[src/design/vfm_pkg.sv]
package vfm_pkg;

   localparam int COORD_W  = 5;
   localparam int VOX_AW   = 3 * COORD_W;
   localparam int VOX_W    = 7;
   localparam int MASK_AW  = 2 * COORD_W;
   localparam int KEY_W    = 16;
   localparam logic [KEY_W-1:0] KEY_NONE = 16'hFFFF;
   localparam logic [2:0] MAT_PALETTE = 3'd6;
   localparam logic KIND_WRITE = 1'b0;
   localparam logic KIND_PULL  = 1'b1;
   localparam logic MODE_NAIVE  = 1'b0;
   localparam logic MODE_GREEDY = 1'b1;

   typedef struct packed {
      logic       kind;
      logic [4:0] pos_x;
      logic [4:0] pos_y;
      logic [4:0] pos_z;
      logic [2:0] voxel_type;
      logic [7:0] color_index;
   } req_type;

   typedef struct packed {
      logic [4:0] vert_x;
      logic [4:0] vert_y;
      logic [4:0] vert_z;
      logic [2:0] face;
      logic [1:0] corner;
      logic [1:0] ao;
      logic [2:0] material;
      logic [3:0] color;
      logic       last_of_face;
      logic       done_res;
   } rsp_type;

   typedef enum logic [3:0] {
      ST_CLEAR,
      ST_IDLE,
      ST_NNEXT,
      ST_PISSUE,
      ST_PTAKE,
      ST_GSTART,
      ST_GSCAN,
      ST_GKEY,
      ST_GWID,
      ST_GWIDT,
      ST_GGROW,
      ST_GGROWT,
      ST_GCLR,
      ST_EMIT,
      ST_DONE
   } state_type;

   typedef enum logic [1:0] {
      PRB_CELL,
      PRB_NBR,
      PRB_AO
   } probe_type;

   // Corner offset bits of a quad, ordered {x, y, z}.
   function automatic logic [2:0] cax_bits(input logic [2:0] f, input logic [1:0] c);
      logic [2:0] r;
      case ({f, c})
         5'b000_00: r = 3'b100;
         5'b000_01: r = 3'b110;
         5'b000_10: r = 3'b111;
         5'b000_11: r = 3'b101;
         5'b001_00: r = 3'b001;
         5'b001_01: r = 3'b011;
         5'b001_10: r = 3'b010;
         5'b001_11: r = 3'b000;
         5'b010_00: r = 3'b010;
         5'b010_01: r = 3'b011;
         5'b010_10: r = 3'b111;
         5'b010_11: r = 3'b110;
         5'b011_00: r = 3'b001;
         5'b011_01: r = 3'b000;
         5'b011_10: r = 3'b100;
         5'b011_11: r = 3'b101;
         5'b100_00: r = 3'b101;
         5'b100_01: r = 3'b111;
         5'b100_10: r = 3'b011;
         5'b100_11: r = 3'b001;
         5'b101_00: r = 3'b000;
         5'b101_01: r = 3'b010;
         5'b101_10: r = 3'b110;
         5'b101_11: r = 3'b100;
         default:   r = 3'b000;
      endcase
      return r;
   endfunction

endpackage

[src/design/vfm_walker.sv]
module vfm_walker (
   input  logic                          clock,
   input  logic                          reset,
   input  logic                          mode,
   input  logic                          csr_we,
   input  logic                          req_valid,
   input  vfm_pkg::req_type              req_data,
   output logic                          req_stall,
   input  logic                          out_free,
   output logic                          beat_valid,
   output vfm_pkg::rsp_type              beat,
   output logic                          vox_we,
   output logic [vfm_pkg::VOX_AW-1:0]    vox_waddr,
   output logic [vfm_pkg::VOX_W-1:0]     vox_wdata,
   output logic [vfm_pkg::VOX_AW-1:0]    vox_raddr,
   input  logic [vfm_pkg::VOX_W-1:0]     vox_rdata,
   output logic                          mask_we,
   output logic [vfm_pkg::MASK_AW-1:0]   mask_waddr,
   output logic [vfm_pkg::KEY_W-1:0]     mask_wdata,
   output logic [vfm_pkg::MASK_AW-1:0]   mask_raddr,
   input  logic [vfm_pkg::KEY_W-1:0]     mask_rdata
);

   vfm_pkg::state_type state_ff, state_in;
   vfm_pkg::probe_type prb_ff, prb_in;
   logic [2:0]  face_ff, face_in;
   logic [4:0]  slice_ff, slice_in, u_ff, u_in, v_ff, v_in, row_ff, row_in;
   logic        fin_ff, fin_in, mready_ff, mready_in;
   logic [1:0]  cn_ff, cn_in, wh_ff, wh_in, em_ff, em_in;
   logic        sa_ff, sa_in, sb_ff, sb_in, oob_ff, oob_in;
   logic [7:0]  sig_ff, sig_in;
   logic [6:0]  cv_ff, cv_in;
   logic [15:0] key_ff, key_in;
   logic [5:0]  w_ff, w_in, h_ff, h_in;
   logic [4:0]  i_ff, i_in, j_ff, j_in;
   logic [14:0] clr_ff, clr_in;

   logic [1:0]        p, ua, va;
   logic [4:0]        base [3];
   logic [4:0]        vbase [3];
   logic signed [6:0] off [3];
   logic signed [6:0] pos [3];
   logic [2:0]        cax, ecax;
   logic              oob, solid;
   logic [1:0]        occ;
   logic [5:0]        usum, uw, vh, ip1, jp1;
   logic [4:0]        ui;
   logic [7:0]        nkey_sig;

   assign p  = face_ff[2:1];
   assign ua = (p == 2'd0) ? 2'd1 : 2'd0;
   assign va = (p == 2'd2) ? 2'd1 : 2'd2;
   assign cax  = vfm_pkg::cax_bits(face_ff, cn_ff);
   assign ecax = vfm_pkg::cax_bits(face_ff, em_ff);
   assign usum = {1'b0, u_ff} + w_ff;
   assign uw   = usum;
   assign vh   = {1'b0, v_ff} + h_ff;
   assign ip1  = {1'b0, i_ff} + 6'd1;
   assign jp1  = {1'b0, j_ff} + 6'd1;
   assign ui   = u_ff + i_ff;
   assign solid = !oob_ff && (vox_rdata[6:4] != 3'd0);

   always_comb begin
      if (mode == vfm_pkg::MODE_NAIVE) begin
         base[0] = u_ff;
         base[1] = slice_ff;
         base[2] = row_ff;
      end else begin
         case (p)
            2'd0: begin
               base[0] = slice_ff;
               base[1] = u_ff;
               base[2] = v_ff;
            end
            2'd1: begin
               base[0] = u_ff;
               base[1] = slice_ff;
               base[2] = v_ff;
            end
            default: begin
               base[0] = u_ff;
               base[1] = v_ff;
               base[2] = slice_ff;
            end
         endcase
      end
      for (int a = 0; a < 3; a++) begin
         off[a] = 7'sd0;
         if (prb_ff != vfm_pkg::PRB_CELL && p == 2'(a)) begin
            off[a] = face_ff[0] ? -7'sd1 : 7'sd1;
         end
         if (prb_ff == vfm_pkg::PRB_AO) begin
            if (ua == 2'(a) && wh_ff != 2'd1) begin
               off[a] = off[a] + (cax[2-a] ? 7'sd1 : -7'sd1);
            end
            if (va == 2'(a) && wh_ff != 2'd0) begin
               off[a] = off[a] + (cax[2-a] ? 7'sd1 : -7'sd1);
            end
         end
         pos[a] = $signed({2'b00, base[a]}) + off[a];
         vbase[a] = base[a];
         if (ua == 2'(a) && ecax[2-a]) begin
            vbase[a] = base[a] + 5'(w_ff - 6'd1);
         end
         if (va == 2'(a) && ecax[2-a]) begin
            vbase[a] = base[a] + 5'(h_ff - 6'd1);
         end
      end
      oob = (|pos[0][6:5]) || (|pos[1][6:5]) || (|pos[2][6:5]);
      occ = (sa_ff && sb_ff) ? 2'd3 : 2'({1'b0, sa_ff} + {1'b0, sb_ff} + {1'b0, solid});
      nkey_sig = sig_ff;
      nkey_sig[{cn_ff, 1'b0} +: 2] = 2'd3 - occ;
   end

   always_ff @(posedge clock) begin
      if (reset) begin
         state_ff  <= vfm_pkg::ST_CLEAR;
         clr_ff    <= '0;
         face_ff   <= '0;
         slice_ff  <= '0;
         u_ff      <= '0;
         v_ff      <= '0;
         row_ff    <= '0;
         fin_ff    <= 1'b0;
         mready_ff <= 1'b0;
      end else begin
         state_ff  <= state_in;
         clr_ff    <= clr_in;
         face_ff   <= face_in;
         slice_ff  <= slice_in;
         u_ff      <= u_in;
         v_ff      <= v_in;
         row_ff    <= row_in;
         fin_ff    <= fin_in;
         mready_ff <= mready_in;
      end
      prb_ff <= prb_in;
      cn_ff  <= cn_in;
      wh_ff  <= wh_in;
      em_ff  <= em_in;
      sa_ff  <= sa_in;
      sb_ff  <= sb_in;
      oob_ff <= oob_in;
      sig_ff <= sig_in;
      cv_ff  <= cv_in;
      key_ff <= key_in;
      w_ff   <= w_in;
      h_ff   <= h_in;
      i_ff   <= i_in;
      j_ff   <= j_in;
   end

   always_comb begin
      state_in = state_ff;
      clr_in = clr_ff;
      face_in = face_ff;
      slice_in = slice_ff;
      u_in = u_ff;
      v_in = v_ff;
      row_in = row_ff;
      fin_in = fin_ff;
      mready_in = mready_ff;
      prb_in = prb_ff;
      cn_in = cn_ff;
      wh_in = wh_ff;
      em_in = em_ff;
      sa_in = sa_ff;
      sb_in = sb_ff;
      oob_in = oob;
      sig_in = sig_ff;
      cv_in = cv_ff;
      key_in = key_ff;
      w_in = w_ff;
      h_in = h_ff;
      i_in = i_ff;
      j_in = j_ff;
      req_stall = (state_ff != vfm_pkg::ST_IDLE);
      beat_valid = 1'b0;
      beat = '0;
      vox_we = 1'b0;
      vox_waddr = {req_data.pos_z, req_data.pos_y, req_data.pos_x};
      vox_wdata = '0;
      vox_raddr = {pos[2][4:0], pos[1][4:0], pos[0][4:0]};
      mask_we = 1'b0;
      mask_waddr = {v_ff, u_ff};
      mask_wdata = vfm_pkg::KEY_NONE;
      mask_raddr = {v_ff, u_ff};

      case (state_ff)
         vfm_pkg::ST_CLEAR: begin
            vox_we = 1'b1;
            vox_waddr = clr_ff;
            clr_in = clr_ff + 15'd1;
            if (&clr_ff) begin
               state_in = vfm_pkg::ST_IDLE;
            end
         end
         vfm_pkg::ST_IDLE: begin
            if (req_valid) begin
               if (req_data.kind == vfm_pkg::KIND_WRITE) begin
                  vox_we = 1'b1;
                  if (req_data.voxel_type >= 3'd1 && req_data.voxel_type <= 3'd5) begin
                     vox_wdata = (req_data.color_index <= 8'd15) ?
                        {vfm_pkg::MAT_PALETTE, req_data.color_index[3:0]} :
                        {req_data.voxel_type, 4'd0};
                  end
                  face_in = '0;
                  slice_in = '0;
                  u_in = '0;
                  v_in = '0;
                  row_in = '0;
                  fin_in = 1'b0;
                  mready_in = 1'b0;
               end else begin
                  state_in = (mode == vfm_pkg::MODE_GREEDY) ? vfm_pkg::ST_GSTART :
                                                              vfm_pkg::ST_NNEXT;
               end
            end
         end
         vfm_pkg::ST_NNEXT: begin
            prb_in = vfm_pkg::PRB_CELL;
            state_in = fin_ff ? vfm_pkg::ST_DONE : vfm_pkg::ST_PISSUE;
         end
         vfm_pkg::ST_PISSUE: begin
            state_in = vfm_pkg::ST_PTAKE;
         end
         vfm_pkg::ST_PTAKE: begin
            state_in = vfm_pkg::ST_PISSUE;
            case (prb_ff)
               vfm_pkg::PRB_CELL: begin
                  cv_in = vox_rdata;
                  if (vox_rdata[6:4] == 3'd0 || oob_ff) begin
                     state_in = vfm_pkg::ST_NNEXT;
                  end else begin
                     prb_in = vfm_pkg::PRB_NBR;
                  end
               end
               vfm_pkg::PRB_NBR: begin
                  if (solid) begin
                     state_in = vfm_pkg::ST_NNEXT;
                  end else begin
                     prb_in = vfm_pkg::PRB_AO;
                     cn_in = 2'd0;
                     wh_in = 2'd0;
                  end
               end
               default: begin
                  wh_in = wh_ff + 2'd1;
                  if (wh_ff == 2'd0) begin
                     sa_in = solid;
                  end else if (wh_ff == 2'd1) begin
                     sb_in = solid;
                  end else begin
                     wh_in = 2'd0;
                     sig_in = nkey_sig;
                     cn_in = cn_ff + 2'd1;
                     if (cn_ff == 2'd3) begin
                        em_in = 2'd0;
                        state_in = (mode == vfm_pkg::MODE_GREEDY) ? vfm_pkg::ST_GSTART :
                                                                    vfm_pkg::ST_EMIT;
                     end
                  end
               end
            endcase
            // A miss advances the naive walk; the greedy build records the key instead.
            if (state_in != vfm_pkg::ST_PISSUE && !(state_in == vfm_pkg::ST_EMIT)) begin
               if (mode == vfm_pkg::MODE_NAIVE) begin
                  if (face_ff == 3'd5) begin
                     face_in = 3'd0;
                     if (u_ff == 5'd31) begin
                        u_in = 5'd0;
                        if (row_ff == 5'd31) begin
                           row_in = 5'd0;
                           if (slice_ff == 5'd31) begin
                              slice_in = 5'd0;
                              fin_in = 1'b1;
                           end else begin
                              slice_in = slice_ff + 5'd1;
                           end
                        end else begin
                           row_in = row_ff + 5'd1;
                        end
                     end else begin
                        u_in = u_ff + 5'd1;
                     end
                  end else begin
                     face_in = face_ff + 3'd1;
                  end
               end else begin
                  mask_we = 1'b1;
                  if (state_in == vfm_pkg::ST_GSTART) begin
                     mask_wdata = {1'b0, cv_ff[6:4], nkey_sig, cv_ff[3:0]};
                  end
                  prb_in = vfm_pkg::PRB_CELL;
                  state_in = vfm_pkg::ST_PISSUE;
                  if (u_ff == 5'd31) begin
                     u_in = 5'd0;
                     if (v_ff == 5'd31) begin
                        v_in = 5'd0;
                        mready_in = 1'b1;
                        state_in = vfm_pkg::ST_GSCAN;
                     end else begin
                        v_in = v_ff + 5'd1;
                     end
                  end else begin
                     u_in = u_ff + 5'd1;
                  end
               end
            end
         end
         vfm_pkg::ST_GSTART: begin
            prb_in = vfm_pkg::PRB_CELL;
            if (fin_ff) begin
               state_in = vfm_pkg::ST_DONE;
            end else if (!mready_ff) begin
               state_in = vfm_pkg::ST_PISSUE;
            end else begin
               state_in = vfm_pkg::ST_GSCAN;
            end
         end
         vfm_pkg::ST_GSCAN: begin
            state_in = vfm_pkg::ST_GKEY;
         end
         vfm_pkg::ST_GKEY: begin
            key_in = mask_rdata;
            w_in = 6'd1;
            if (mask_rdata != vfm_pkg::KEY_NONE) begin
               state_in = vfm_pkg::ST_GWID;
            end else begin
               state_in = vfm_pkg::ST_GSCAN;
               if (u_ff == 5'd31) begin
                  u_in = 5'd0;
                  if (v_ff == 5'd31) begin
                     v_in = 5'd0;
                     mready_in = 1'b0;
                     state_in = vfm_pkg::ST_GSTART;
                     if (slice_ff == 5'd31) begin
                        slice_in = 5'd0;
                        if (face_ff == 3'd5) begin
                           face_in = 3'd0;
                           fin_in = 1'b1;
                        end else begin
                           face_in = face_ff + 3'd1;
                        end
                     end else begin
                        slice_in = slice_ff + 5'd1;
                     end
                  end else begin
                     v_in = v_ff + 5'd1;
                  end
               end else begin
                  u_in = u_ff + 5'd1;
               end
            end
         end
         vfm_pkg::ST_GWID: begin
            mask_raddr = {v_ff, uw[4:0]};
            h_in = 6'd1;
            i_in = 5'd0;
            state_in = uw[5] ? vfm_pkg::ST_GGROW : vfm_pkg::ST_GWIDT;
         end
         vfm_pkg::ST_GWIDT: begin
            if (mask_rdata == key_ff) begin
               w_in = w_ff + 6'd1;
               state_in = vfm_pkg::ST_GWID;
            end else begin
               state_in = vfm_pkg::ST_GGROW;
            end
         end
         vfm_pkg::ST_GGROW: begin
            mask_raddr = {vh[4:0], ui};
            j_in = 5'd0;
            if (vh[5]) begin
               i_in = 5'd0;
               state_in = vfm_pkg::ST_GCLR;
            end else begin
               state_in = vfm_pkg::ST_GGROWT;
            end
         end
         vfm_pkg::ST_GGROWT: begin
            if (mask_rdata != key_ff) begin
               i_in = 5'd0;
               state_in = vfm_pkg::ST_GCLR;
            end else if (ip1 == w_ff) begin
               h_in = h_ff + 6'd1;
               i_in = 5'd0;
               state_in = vfm_pkg::ST_GGROW;
            end else begin
               i_in = ip1[4:0];
               state_in = vfm_pkg::ST_GGROW;
            end
         end
         vfm_pkg::ST_GCLR: begin
            mask_we = 1'b1;
            mask_waddr = {v_ff + j_ff, ui};
            if (ip1 == w_ff) begin
               i_in = 5'd0;
               if (jp1 == h_ff) begin
                  em_in = 2'd0;
                  state_in = vfm_pkg::ST_EMIT;
               end else begin
                  j_in = jp1[4:0];
               end
            end else begin
               i_in = ip1[4:0];
            end
         end
         vfm_pkg::ST_EMIT: begin
            beat.face = face_ff;
            beat.corner = em_ff;
            beat.last_of_face = (em_ff == 2'd3);
            if (mode == vfm_pkg::MODE_GREEDY) begin
               beat.vert_x = vbase[0];
               beat.vert_y = vbase[1];
               beat.vert_z = vbase[2];
               beat.ao = key_ff[{em_ff, 1'b0} + 4'd4 +: 2];
               beat.material = key_ff[14:12];
               beat.color = key_ff[3:0];
            end else begin
               beat.vert_x = base[0];
               beat.vert_y = base[1];
               beat.vert_z = base[2];
               beat.ao = sig_ff[{em_ff, 1'b0} +: 2];
               beat.material = cv_ff[6:4];
               beat.color = cv_ff[3:0];
            end
            if (out_free) begin
               beat_valid = 1'b1;
               em_in = em_ff + 2'd1;
               if (em_ff == 2'd3) begin
                  state_in = vfm_pkg::ST_IDLE;
                  if (mode == vfm_pkg::MODE_GREEDY) begin
                     if (usum[5]) begin
                        u_in = 5'd0;
                        if (v_ff == 5'd31) begin
                           v_in = 5'd0;
                           mready_in = 1'b0;
                           if (slice_ff == 5'd31) begin
                              slice_in = 5'd0;
                              if (face_ff == 3'd5) begin
                                 face_in = 3'd0;
                                 fin_in = 1'b1;
                              end else begin
                                 face_in = face_ff + 3'd1;
                              end
                           end else begin
                              slice_in = slice_ff + 5'd1;
                           end
                        end else begin
                           v_in = v_ff + 5'd1;
                        end
                     end else begin
                        u_in = usum[4:0];
                     end
                  end else begin
                     if (face_ff == 3'd5) begin
                        face_in = 3'd0;
                        if (u_ff == 5'd31) begin
                           u_in = 5'd0;
                           if (row_ff == 5'd31) begin
                              row_in = 5'd0;
                              if (slice_ff == 5'd31) begin
                                 slice_in = 5'd0;
                                 fin_in = 1'b1;
                              end else begin
                                 slice_in = slice_ff + 5'd1;
                              end
                           end else begin
                              row_in = row_ff + 5'd1;
                           end
                        end else begin
                           u_in = u_ff + 5'd1;
                        end
                     end else begin
                        face_in = face_ff + 3'd1;
                     end
                  end
               end
            end
         end
         vfm_pkg::ST_DONE: begin
            beat.last_of_face = 1'b1;
            beat.done_res = 1'b1;
            if (out_free) begin
               beat_valid = 1'b1;
               state_in = vfm_pkg::ST_IDLE;
            end
         end
         default: begin
            state_in = vfm_pkg::ST_IDLE;
         end
      endcase

      // A mode write restarts the walk.
      if (csr_we) begin
         face_in = '0;
         slice_in = '0;
         u_in = '0;
         v_in = '0;
         row_in = '0;
         fin_in = 1'b0;
         mready_in = 1'b0;
      end
   end

endmodule
[config.mk]
export PLATFORM = sky130hd
export DESIGN_NAME = vfm_walker
export DESIGN_NICKNAME = d
export VERILOG_FILES = /design/src/design/vfm_pkg.sv /design/src/design/vfm_walker.sv
export SDC_FILE = /design/constraint.sdc
export NUM_CORES = 1
export LEC_CHECK = 0
export BUFFER_PORTS_ARGS = -buffer_cell sky130_fd_sc_hd__buf_2
export CORE_MARGIN = 10
export CORE_UTILIZATION = 30
export DETAILED_ROUTE_END_ITERATION = 8
export PLACE_DENSITY_LB_ADDON = 0.15
export RECOVER_POWER = 25
export SYNTH_ARGS = -nofsm -noshare
export SYNTH_HDL_FRONTEND = slang
export SYNTH_SLANG_ARGS = --single-unit
[constraint.sdc]
create_clock -name clock -period 8.41 [get_ports clock]
set_clock_uncertainty 0.05 [all_clocks]
set_input_delay 0.841 -clock clock [delete_from_list [all_inputs] [get_ports clock]]
set_output_delay 0.841 -clock clock [all_outputs]
set_load 0.02 [all_outputs]
; ---- Word level (Yosys, flattened, before mapping)
; Memories as Yosys holds them, arrays and structs flattened.
; Index checks and enable logic that the tools add are counted.
[totals]
ff_bits = 108
mem_bits_ro = 192
in_bits = 56
out_inout_bits = 108
n_memories = 2
[memory_table]
columns = memory, depth, word_bits, rd, rd_clocked_by_memory_dff, write_ports, line
row1 = (name not given), 32, 3, 1, 0, 0, vfm_pkg.sv:64  ; case ({f, c})
row2 = (name not given), 32, 3, 1, 0, 0, vfm_pkg.sv:64
[classes]
addsub = 39
magnitude_cmp = 3
n_eq_ne = 71
shifts = 4
mux = 209
bitwise = 4
n_reduce_logical = 67
[op_table]
columns = op, count
row1 = $mux 5, 51
row2 = $mux 7, 24
row3 = $pmux 5 s4, 4
row4 = $mux 4, 18
row5 = $mux 16, 4
row6 = $pmux 4 s15, 1
row7 = $mux 3, 19
row8 = $ne 2x2->1 const B, 28
row9 = $mux 15, 3
row10 = $mux 2, 22
row11 = $add 7x7->7, 6
row12 = $add 5x5->5, 8
row13 = $mux 1, 38
row14 = $eq 4x4->1 const B, 8
row15 = $pmux 15 s2, 1
row16 = $mux 29, 1
row17 = $pmux 6 s2, 2
row18 = $add 6x7->7, 3
row19 = $add 5x1->5 const B, 4
row20 = $eq 4x3->1 const B, 5
row21 = $eq 5x5->1 const B, 4
row22 = $pmux 10 s2, 1
row23 = $reduce_and 10->1, 2
row24 = $logic_and 1x1->1, 19
row25 = other kinds (65), 121

; ---- Logic depth before layout (Yosys ltp)
; Gate-level depths: netlist of the first run.
[depth]
ltp_word = 13
ltp_mapped = 23
depth_no_buf = 21

; ---- Least setup slack after synthesis of the first run
; OpenSTA, ideal clock, no wires.
[synth_path]
kind = register to output
from = register cn_ff[0]
to = output vox_raddr[9] (netlist name)
t_arrival_ns = 4.560
required_ns = 7.519
path_slack_ns = 2.959
path_stages_with_launch = 21
path_buffers = 2
path_cell_list = edfxtp_1 > inv_1 > ha_1 > clkbuf_1 > a2bb2oi_1 > inv_1 > fa_1 > inv_1 > fa_1 > nand2_1 > nand2_1 > ha_1 > clkbuf_1 > xor2_1 > o22ai_1 > a21oi_1 > ha_1 > nor2b_1 > o21a_1 > nor2_1 > xnor2_1
[synth_between]
elab_chain_cells = 9
[synth_rtl]
columns = item, line
row1 = "start, declared", vfm_walker.sv:29  ; logic [1:0] cn_ff, cn_in, wh_ff, wh_in, em_ff, em_in;
row2 = "start signal, assigned", vfm_walker.sv:138  ; cn_ff <= cn_in;
row3 = $mem_v2 32x3 (*), -
row4 = $mux 7 (*), "vfm_walker.sv:94, vfm_walker.sv:97"
row5 = $add 7x7->7, vfm_walker.sv:94  ; off[a] = off[a] + (cax[2-a] ? 7'sd1 : -7'sd1);
row6 = $mux 7, vfm_walker.sv:93  ; if (ua == 2'(a) && wh_ff != 2'd1) begin
row7 = $mux 7, vfm_walker.sv:92  ; if (prb_ff == vfm_pkg::PRB_AO) begin
row8 = $add 7x7->7, vfm_walker.sv:97  ; off[a] = off[a] + (cax[2-a] ? 7'sd1 : -7'sd1);
row9 = $mux 7 (*), vfm_walker.sv:96  ; if (va == 2'(a) && wh_ff != 2'd0) begin
row10 = $mux 7 (*), vfm_walker.sv:92
row11 = $add 6x7->7 (*), vfm_walker.sv:100  ; pos[a] = $signed({2'b00, base[a]}) + off[a];
row12 = "end, declared", vfm_walker.sv:15  ; output logic [vfm_pkg::VOX_AW-1:0] vox_raddr,
; Every way passes the cells marked *; elsewhere a longest branch is shown, timed or not. The select of a mux whose other input is x is not followed.

; ---- Final worst setup path of the first run
[layout_path]
from = register face_ff[2]
to = output vox_raddr[9] (netlist name)
[layout_between]
elab_chain_cells = 10
elab_cells_between_ends = 22
[layout_rtl]
columns = item, line
row1 = "start, declared", vfm_walker.sv:26  ; logic [2:0] face_ff, face_in;
row2 = "start signal, assigned", vfm_walker.sv:129  ; face_ff <= face_in;
row3 = "parallel branches: the longest is 9 deep, another holds $add 7x7->7", -
row4 = $add 6x7->7 (*), vfm_walker.sv:100
; Every way passes the cells marked *. The select of a mux whose other input is x is not followed.

==> flow_summary.yaml, run 1 <==
drt:
  met1_length_mm: 15.8
  routed-wl-met3_mm: 1.89
  drc: 0
  wl_met2_mm: 15.5
  wl_mm: 33.7
  wl_per_cell_um: 18.3
  via_count: 9425
  initialDrtViolationCount: 601
  viasPerCell: 5.12
  top_layer: "met4"
  antenna_left: 0
  drt_first_pass_iters: 5
synth:
  seq_area_frac_synth_pct: 27.1
  synth_seq_cells: 108
  async_flop_share_pct: 0
  netlist-cell-type-count: 76
  synth_edf_count: 63
  synth_nets: 1425
  ys_warn_count: 0
  avgSynthCellArea_um2: 8.10
  synth_area_um2: 10300
  ys_dominant_reg_cell: "edfxtp_1"
  syn_inst: 1273
layout:
  final_common_cell: "nand2_1"
  fin_cells: 1840
  nNetsFinal: 1539
  area_growth_pct: 13.3
  final.fill_count: 3653
  final_cell_mix: "nand2_1, nor2_1, buf_2"
  n_antenna_cell: 0
  drive_gt1_share_pct: 14.7
worst_setup_path:
  r2r_setup_slack_ns: 2.77
  end_kind: "output pin"
  start_kind: "register"
  crit_arrival_ns: 5.48
  critPathMaxFanout: 23
  required_ns: 7.52
  critPathKind: "reg2out"
sta:
  setup_viol: 0
  fin_ws_ns: 2.04
  fmax_mhz: 157
  rsz0062_at_grt: "false"
  final-hold-violation-count: 0
  fin_hold_ws_ns: 0.437
  slew_headroom_pct: -78.1
  fin_setup_tns_ns: 0
  fin_crit_sh_pct: 75.8
  drv_slew: 50
  min_period_ns: 6.37
  tightest_slew_ns: 2.65
grt:
  grt_max_degree: 35
  track_usage_pct: 15.8
  grt_pass1_wl_mm: 52.5
  antenna_found_initial: 0
  grt_pass1_vias: 9259
  gr-total-overflow: 0
clocking:
  htreeDepth: 3
  cts-resized-gates: 0
  cts_tree: "yes"
  clock_latency_ns: 0.37
  clock_sinks: 108
  postCtsSetupRepairBufs: 0
  cts_buffers: 9
  clock-root-buffer: "clkbuf_16"
  cts_buffer_depth: 2
  path_clk_slew_ns: 0.09
  postCtsHoldBufs: 0
die:
  fp.dieArea_um2: 42200
  die_width_um: 205
  core_um2: 33700
  num_rows: 67
  num_io_pins: 164
  start_util_pct: 30.6
  fp.dieH_um: 205
job:
  maxCapViolCount: 2
place:
  gp_congestion: 0.859
  dp_hpwl_mm: 26.9
  io_buffers: 163
  place_inst: 1824
  pre_cts_ws_ns: 2.41
outcome:
  status: "finished with violations"
  violations: "max-capacitance violations, max-slew violations"
power_and_ir_drop:
  ir_drop_v: 0.0000855
  powerDensity_nw_per_um2: 92.4
  p_leak_nw: 4.86
  power_mw: 1.08
worst_hold_path:
  worstHoldPathType: "reg2reg"
[report_power, final]
part           total (mW)  switching (mW)  leakage, nW  internal (mW)
sequential          0.558         0.00216        0.893          0.556
combinational      0.0832          0.0499         3.83         0.0333
clock               0.439           0.229        0.144          0.210
total                1.08           0.281         4.86          0.799
[area by class of cell]
cell class              count  area, um2  share of cell area (%)
inverters                  56        211                    1.81
clock buffers               9        225                    1.93
well taps                 448        561                    4.80
clock inverters             7       66.3                   0.567
multi-input cells        1045       7020                    60.0
repair buffers            167        817                    6.99
flip-flops and latches    108       2790                    23.9
[routing by layer]
layer	up-vias	global-route usage, %
met5	-	0
met4	0	3.70
met3	22	2.63
met2	260	25.7
met1	4442	21.3
li1	4701	-
[stage by stage]
stage / utilization (%) / area, um2
after floorplan: - / 10300
after global placement: 34.0 / 11500
after detailed placement: 34.0 / 11500
after CTS: 34.9 / 11700
after global routing: 34.7 / 11700
final: 34.7 / 11700
[state kept, by name, indices dropped and copies added (netlist names), 3 cells and up]
name / flops
w_ff: 6
v_ff: 5
clr_ff: 15
face_ff: 3
slice_ff: 5
sig_ff: 8
j_ff: 5
state_ff: 4
h_ff: 6
key_ff: 16
row_ff: 5
i_ff: 5
u_ff: 5
cv_ff: 7
[worst max-delay path: stages (launching register included)]
cell	delay, ns
dfxtp_1	0.90
nand2b_1	0.29
a2bb2oi_1	0.65
inv_1	0.23
fa_1	0.41
inv_1	0.08
fa_1	0.43
nand2_1	0.08
nand2_1	0.05
ha_1	0.43
xor2_1	0.20
o22ai_1	0.14
a21oi_1	0.10
ha_1	0.35
nor2b_1	0.14
o21a_1	0.16
nor2_1	0.15
xnor2_1	0.14
buf_2	0.19
[synth_stat cells, drive strengths merged, types with 24 or more instances]
| master | n | share of area [%] |
|---|---|---|
| nand2 | 153 | 5.6 |
| nor2 | 148 | 5.4 |
| a21oi | 108 | 5.2 |
| ha | 75 | 9.1 |
| edfxtp | 63 | 18 |
| o21ai | 63 | 3.1 |
| xor2 | 62 | 5.3 |
| inv | 55 | 2.0 |
| xnor2 | 49 | 4.2 |
| clkbuf | 46 | 1.7 |
| dfxtp | 45 | 8.7 |
| nand3 | 43 | 2.3 |
| mux2i | 30 | 2.9 |
| nor3 | 25 | 1.4 |
| nor2b | 24 | 1.5 |
[logic make-up (layout without fill, tap and decap cells)]
family / Yosys count / after routing / share of synthesized area, %
AND/OR/NAND/NOR: 516 / 516 / 24.4
multiplexers: 41 / 41 / 4.55
AO/OA/AOI/OAI: 281 / 281 / 16.7
adder cells (fa/ha/maj): 96 / 96 / 13.2
flip-flops: 108 / 108 / 27.1
XOR/XNOR: 111 / 111 / 9.42
buffers and inverters: 120 / 239 / 4.66
[final timing paths]
path                    from      endpoint  cells past startpoint
setup / recovery  face_ff[2]  vox_raddr[9]                     18
hold / removal        fin_ff        fin_ff                      2
setup reg to reg  face_ff[2]        oob_ff                     20
hold reg to reg       fin_ff        fin_ff                      2
No activity file was read; power rests on OpenSTA's default activity.
==> run 2, diff against run 1 <==
clock period = 6 ns   (was 8.41 ns; I/O delays follow)
==> flow_summary.yaml, run 2 (synthesis results as in run 1) <==
outcome:
  status: "finished with violations"
  violations: "max-capacitance violations, max-slew violations"
sta:
  fin_setup_tns_ns: 0
  setup_viol: 0
  tightest_slew_ns: 2.58
  min_period_ns: 5.63
  slew_headroom_pct: -73.9
  fmax_mhz: 178
  rsz0062_at_grt: "false"
  drv_slew: 50
  fin_crit_sh_pct: 93.8
  final-hold-violation-count: 0
die:
  die_width_um: 205
  num_rows: 67
  start_util_pct: 30.6
  core_um2: 33700
  num_io_pins: 164
  fp.dieArea_um2: 42200
  fp.dieH_um: 205
worst_setup_path:
  start_kind: "register"
  cp-endpoint: "vox_raddr[9]"
  cp.buffers_inverters: 5
  startpoint: "cn_ff[0]"
  slowest_delay_ns: 0.52
  r2r_end: "oob_ff"
  rr_startpoint: "cn_ff[0]"
  r2r_setup_slack_ns: 0.92
  worst_r2r_path_depth: 22
  critPathMaxFanout: 9
  crit_arrival_ns: 4.98
  end_kind: "output pin"
  worstPathCellList: "inv_1 -> ha_1 -> a2bb2oi_1 -> buf_4 -> inv_1 -> fa_1 -> inv_1 -> fa_1 -> nand2_1 -> nand2_1 -> ha_1 -> xor2_1 -> o22ai_1 -> a21oi_1 -> ha_1 -> nor2b_1 -> o21a_1 -> nor2_1 -> xnor2_1 -> buf_2"
  cp_top_family: "adder cells"
  required_ns: 5.35
  crit_cells: 20
  critPathKind: "reg2out"
  critical_path.slowest_cell: "edfxtp_1"
power_and_ir_drop:
  ir_drop_v: 0.000134
  power_mw: 1.54
  p_leak_nw: 4.88
  powerDensity_nw_per_um2: 132
drt:
  drc: 0
  wl_per_cell_um: 18.5
  via_count: 9397
  drt_first_pass_iters: 5
  initialDrtViolationCount: 650
  wl_mm: 34.1
  antenna_left: 0
  viasPerCell: 5.10
clocking:
  cts_buffers: 9
  clock_latency_ns: 0.38
  cts_tree: "yes"
  postCtsSetupRepairBufs: 0
  htreeDepth: 3
  cts_buffer_depth: 2
  path_clk_slew_ns: 0.08
  clock-root-buffer: "clkbuf_16"
  postCtsHoldBufs: 0
  cts-resized-gates: 0
  clock_sinks: 108
place:
  dp_hpwl_mm: 26.9
  io_buffers: 163
  place_inst: 1826
  gp_congestion: 0.848
  post_dp_cell_area_um2: 11500
grt:
  gr-total-overflow: 0
  grt_max_degree: 36
  antenna_found_initial: 0
  grt_pass1_vias: 9213
  grt_pass1_wl_mm: 53.0
  track_usage_pct: 16.0
layout:
  largest_register_ffs: 16
  area_growth_pct: 13.5
  top_regs: "key_ff (16), clr_ff (15), sig_ff (8)"
  ff_latch_area_um2: 2790
  final.fill_count: 3627
  top_register: "key_ff"
  final_cell_mix: "nand2_1, nor2_1, buf_2"
  fin_cells: 1842
  fin_area_um2: 11700
  n_antenna_cell: 0
  final_common_cell: "nand2_1"
  multi_input_area_um2: 7020
  drive_gt1_share_pct: 14.8
  nNetsFinal: 1541
worst_hold_path:
  whs_path_depth: 1
  worstHoldPathType: "in2reg"
job:
  maxCapViolCount: 2
==> run 2: cell count changes in the layout (fill, tap and decap cells not counted) <==
cell	previous run	this run
and2_1	16	17
bufinv_16	0	1
and2_0	2	1
clkinv_8	1	0
buf_4	2	5
clkinv_1	2	1
inv_6	4	2
clkinv_4	0	1
clkinv_2	0	1
clkbuf_1	19	20
inv_8	1	0
==> run 2: layout make-up <==
type	instances	area share, %
clock inverters	5	0.524
well taps	448	4.79
flip-flops and latches	108	23.8
repair buffers	169	7.14
inverters	56	1.81
clock buffers	11	1.99
multi-input cells	1045	59.9
==> run 2: how the worst min path moves through the flow <==
stage,from,end,slack (ns)
2_1_floorplan,fin_ff,fin_ff,0.39
3_3_place_gp,row_ff[4],row_ff[4],0.42
3_5_place_dp,fin_ff,fin_ff,0.42
4_1_cts,vox_rdata[2],cv_ff[2],0.34
5_1_grt,vox_rdata[2],cv_ff[2],0.34
6_report,vox_rdata[2],cv_ff[2],0.35
==> run 2: routing by layer <==
metal,track usage (%),vias to the layer above,wire [um]
met1,22.0,4437,16300
met3,2.64,22,1840
li1,-,4715,-
met2,25.3,223,15300
met5,0,-,0
met4,4.83,0,578
==> run 2: worst register-to-register path: stages (launching register included) <==
cell and delay, ns:
edfxtp_1 0.52, inv_1 0.15, ha_1 0.42, a2bb2oi_1 0.18
buf_4 0.19, inv_1 0.10, fa_1 0.38, inv_1 0.09
fa_1 0.43, nand2_1 0.08, nand2_1 0.06, ha_1 0.44
xor2_1 0.20, o22ai_1 0.14, a21oi_1 0.11, ha_1 0.37
nor2b_1 0.15, o21a_1 0.12, nor2_1 0.05, o21bai_1 0.15
nor2b_1 0.17, o32ai_1 0.08, a2111o_1 0.36
==> run 2: per-stage QoR <==
stage | utilization, % | hold slack (ns) | setup WS, ns
floorplan | - | 0.387 | 0.790
global placement | 34.0 | 0.415 | 0.887
detailed placement | 34.0 | 0.420 | 0.801
CTS | 34.9 | 0.344 | 0.372
global route | 34.8 | 0.342 | 0.0914
finish | 34.8 | 0.348 | 0.375
==> run 2: power breakdown <==
| group | switching, mW | internal (mW) |
|---|---|---|
| Combinational | 0.0705 | 0.0467 |
| Clock | 0.313 | 0.328 |
| Sequential | 0.00301 | 0.779 |
==> run 3, diff against run 2 <==
CORE_MARGIN = default   (was 10)
SLEW_MARGIN = 30   (was default)
==> flow_summary.yaml, run 3 (synthesis results as in run 1) <==
clocking:
  clock_sinks: 108
  clock_latency_ns: 0.37
  cts_buffer_depth: 2
  postCtsSetupRepairBufs: 0
  htreeDepth: 3
  postCtsHoldBufs: 0
  cts_tree: "yes"
  path_clk_slew_ns: 0.10
  cts_buffers: 9
  clock-root-buffer: "clkbuf_16"
  cts-resized-gates: 0
grt:
  grt_pass1_vias: 8958
  grt_max_degree: 36
  grt_pass1_wl_mm: 50.9
  antenna_found_initial: 0
  gr-total-overflow: 0
  track_usage_pct: 18.4
drt:
  wl_per_cell_um: 17.6
  drc: 0
  initialDrtViolationCount: 593
  antenna_left: 0
  via_count: 9496
  drt_first_pass_iters: 5
  wl_mm: 32.4
  viasPerCell: 5.14
worst_setup_path:
  required_ns: 5.35
  critPathKind: "reg2out"
  crit_arrival_ns: 4.92
  start_kind: "register"
  critical_path.slowest_cell: "edfxtp_1"
  slowest_delay_ns: 0.47
  worstPathCellList: "inv_1 -> ha_1 -> a2bb2oi_1 -> buf_4 -> inv_1 -> fa_1 -> inv_1 -> fa_1 -> nand2_1 -> nand2_1 -> ha_1 -> xor2_1 -> o22ai_1 -> a21oi_1 -> ha_1 -> nor2b_1 -> o21a_1 -> nor2_1 -> xnor2_1 -> buf_2"
  cp_top_family: "adder cells"
  cp.buffers_inverters: 5
  end_kind: "output pin"
  critPathMaxFanout: 9
die:
  fp.dieH_um: 187
  core_um2: 33700
  num_rows: 67
  start_util_pct: 30.6
  die_width_um: 187
  fp.dieArea_um2: 35100
  num_io_pins: 164
power_and_ir_drop:
  powerDensity_nw_per_um2: 133
  ir_drop_v: 0.000140
  p_leak_nw: 4.91
layout:
  top_regs: "key_ff (16), clr_ff (15), sig_ff (8)"
  n_antenna_cell: 0
  nNetsFinal: 1545
  final_cell_mix: "nand2_1, nor2_1, buf_2"
  fin_area_um2: 11800
  final_common_cell: "nand2_1"
  drive_gt1_share_pct: 15.0
  area_growth_pct: 14.1
  largest_register_ffs: 16
  top_register: "key_ff"
job:
  maxCapViolCount: 1
sta:
  final-hold-violation-count: 0
  fmax_mhz: 180
  slew_headroom_pct: -10.1
  setup_viol: 0
  fin_setup_tns_ns: 0
  tightest_slew_ns: 1.65
  fin_ws_ns: 0.431
  drv_slew: 30
  min_period_ns: 5.57
  rsz0062_at_grt: "false"
  fin_crit_sh_pct: 92.8
place:
  gp_congestion: 0.865
  dp_hpwl_mm: 25.4
  pre_cts_ws_ns: 0.770
  io_buffers: 163
  post_dp_cell_area_um2: 11500
outcome:
  violations: "max-capacitance violations, max-slew violations"
  status: "finished with violations"
worst_hold_path:
  worstHoldPathType: "in2reg"
==> run 3: final timing paths <==
path	slack (ns)	end	from	cells after the start
max reg2reg	1.00	oob_ff	cn_ff[0]	22
min reg2reg	0.44	fin_ff	fin_ff	2
max	0.43	vox_raddr[9]	cn_ff[0]	20
min	0.36	cv_ff[5]	vox_rdata[5]	1
==> run 3: layout make-up <==
type                            instances  area [um2]
Clock buffer                           10         250
Fill cell                            3620       21900
Clock inverter                          6        75.1
Timing Repair Buffer                  173         861
Inverter                               56         211
Tap cell                              448         561
Sequential cell                       108        2790
Multi-Input combinational cell       1045        7020
==> run 3: per-stage QoR <==
| stage | power (mW) | utilization [%] | cells | hold slack [ns] |
|---|---|---|---|---|
| after floorplan | 0.871 | - | 1273 | 0.387 |
| after global routing | 1.62 | 34.9 | 1846 | 0.349 |
| final | 1.56 | 34.9 | 1846 | 0.361 |
| after global placement | 0.917 | 34.0 | 1826 | 0.419 |
| after detailed placement | 0.918 | 34.0 | 1826 | 0.423 |
| after CTS | 1.59 | 35.0 | 1842 | 0.350 |
==> run 3: worst register-to-register path: stages (launching register included) <==
cell,delay (ns)
edfxtp_1,0.47
inv_1,0.13
ha_1,0.42
a2bb2oi_1,0.18
buf_4,0.19
inv_1,0.10
fa_1,0.37
inv_1,0.09
fa_1,0.43
nand2_1,0.08
nand2_1,0.06
ha_1,0.43
xor2_1,0.20
o22ai_1,0.17
a21oi_1,0.11
ha_1,0.36
nor2b_1,0.15
o21a_1,0.12
nor2_1,0.05
o21bai_1,0.15
nor2b_1,0.16
o32ai_1,0.08
a2111o_1,0.35
==> run 3: per-layer routing <==
metal	vias to the layer above	track usage, %	wire length, um
met5	-	0	0
met4	0	3.63	348
met3	17	1.71	1300
met2	249	30.5	15000
met1	4513	26.0	15800
li1	4717	-	-
==> run 3: power by group <==
group / switching [mW] / leakage (nW) / internal (mW)
Sequential: 0.00291 / 0.893 / 0.779
Clock: 0.333 / 0.160 / 0.328
Combinational: 0.0699 / 3.85 / 0.0466
Total: 0.406 / 4.91 / 1.15
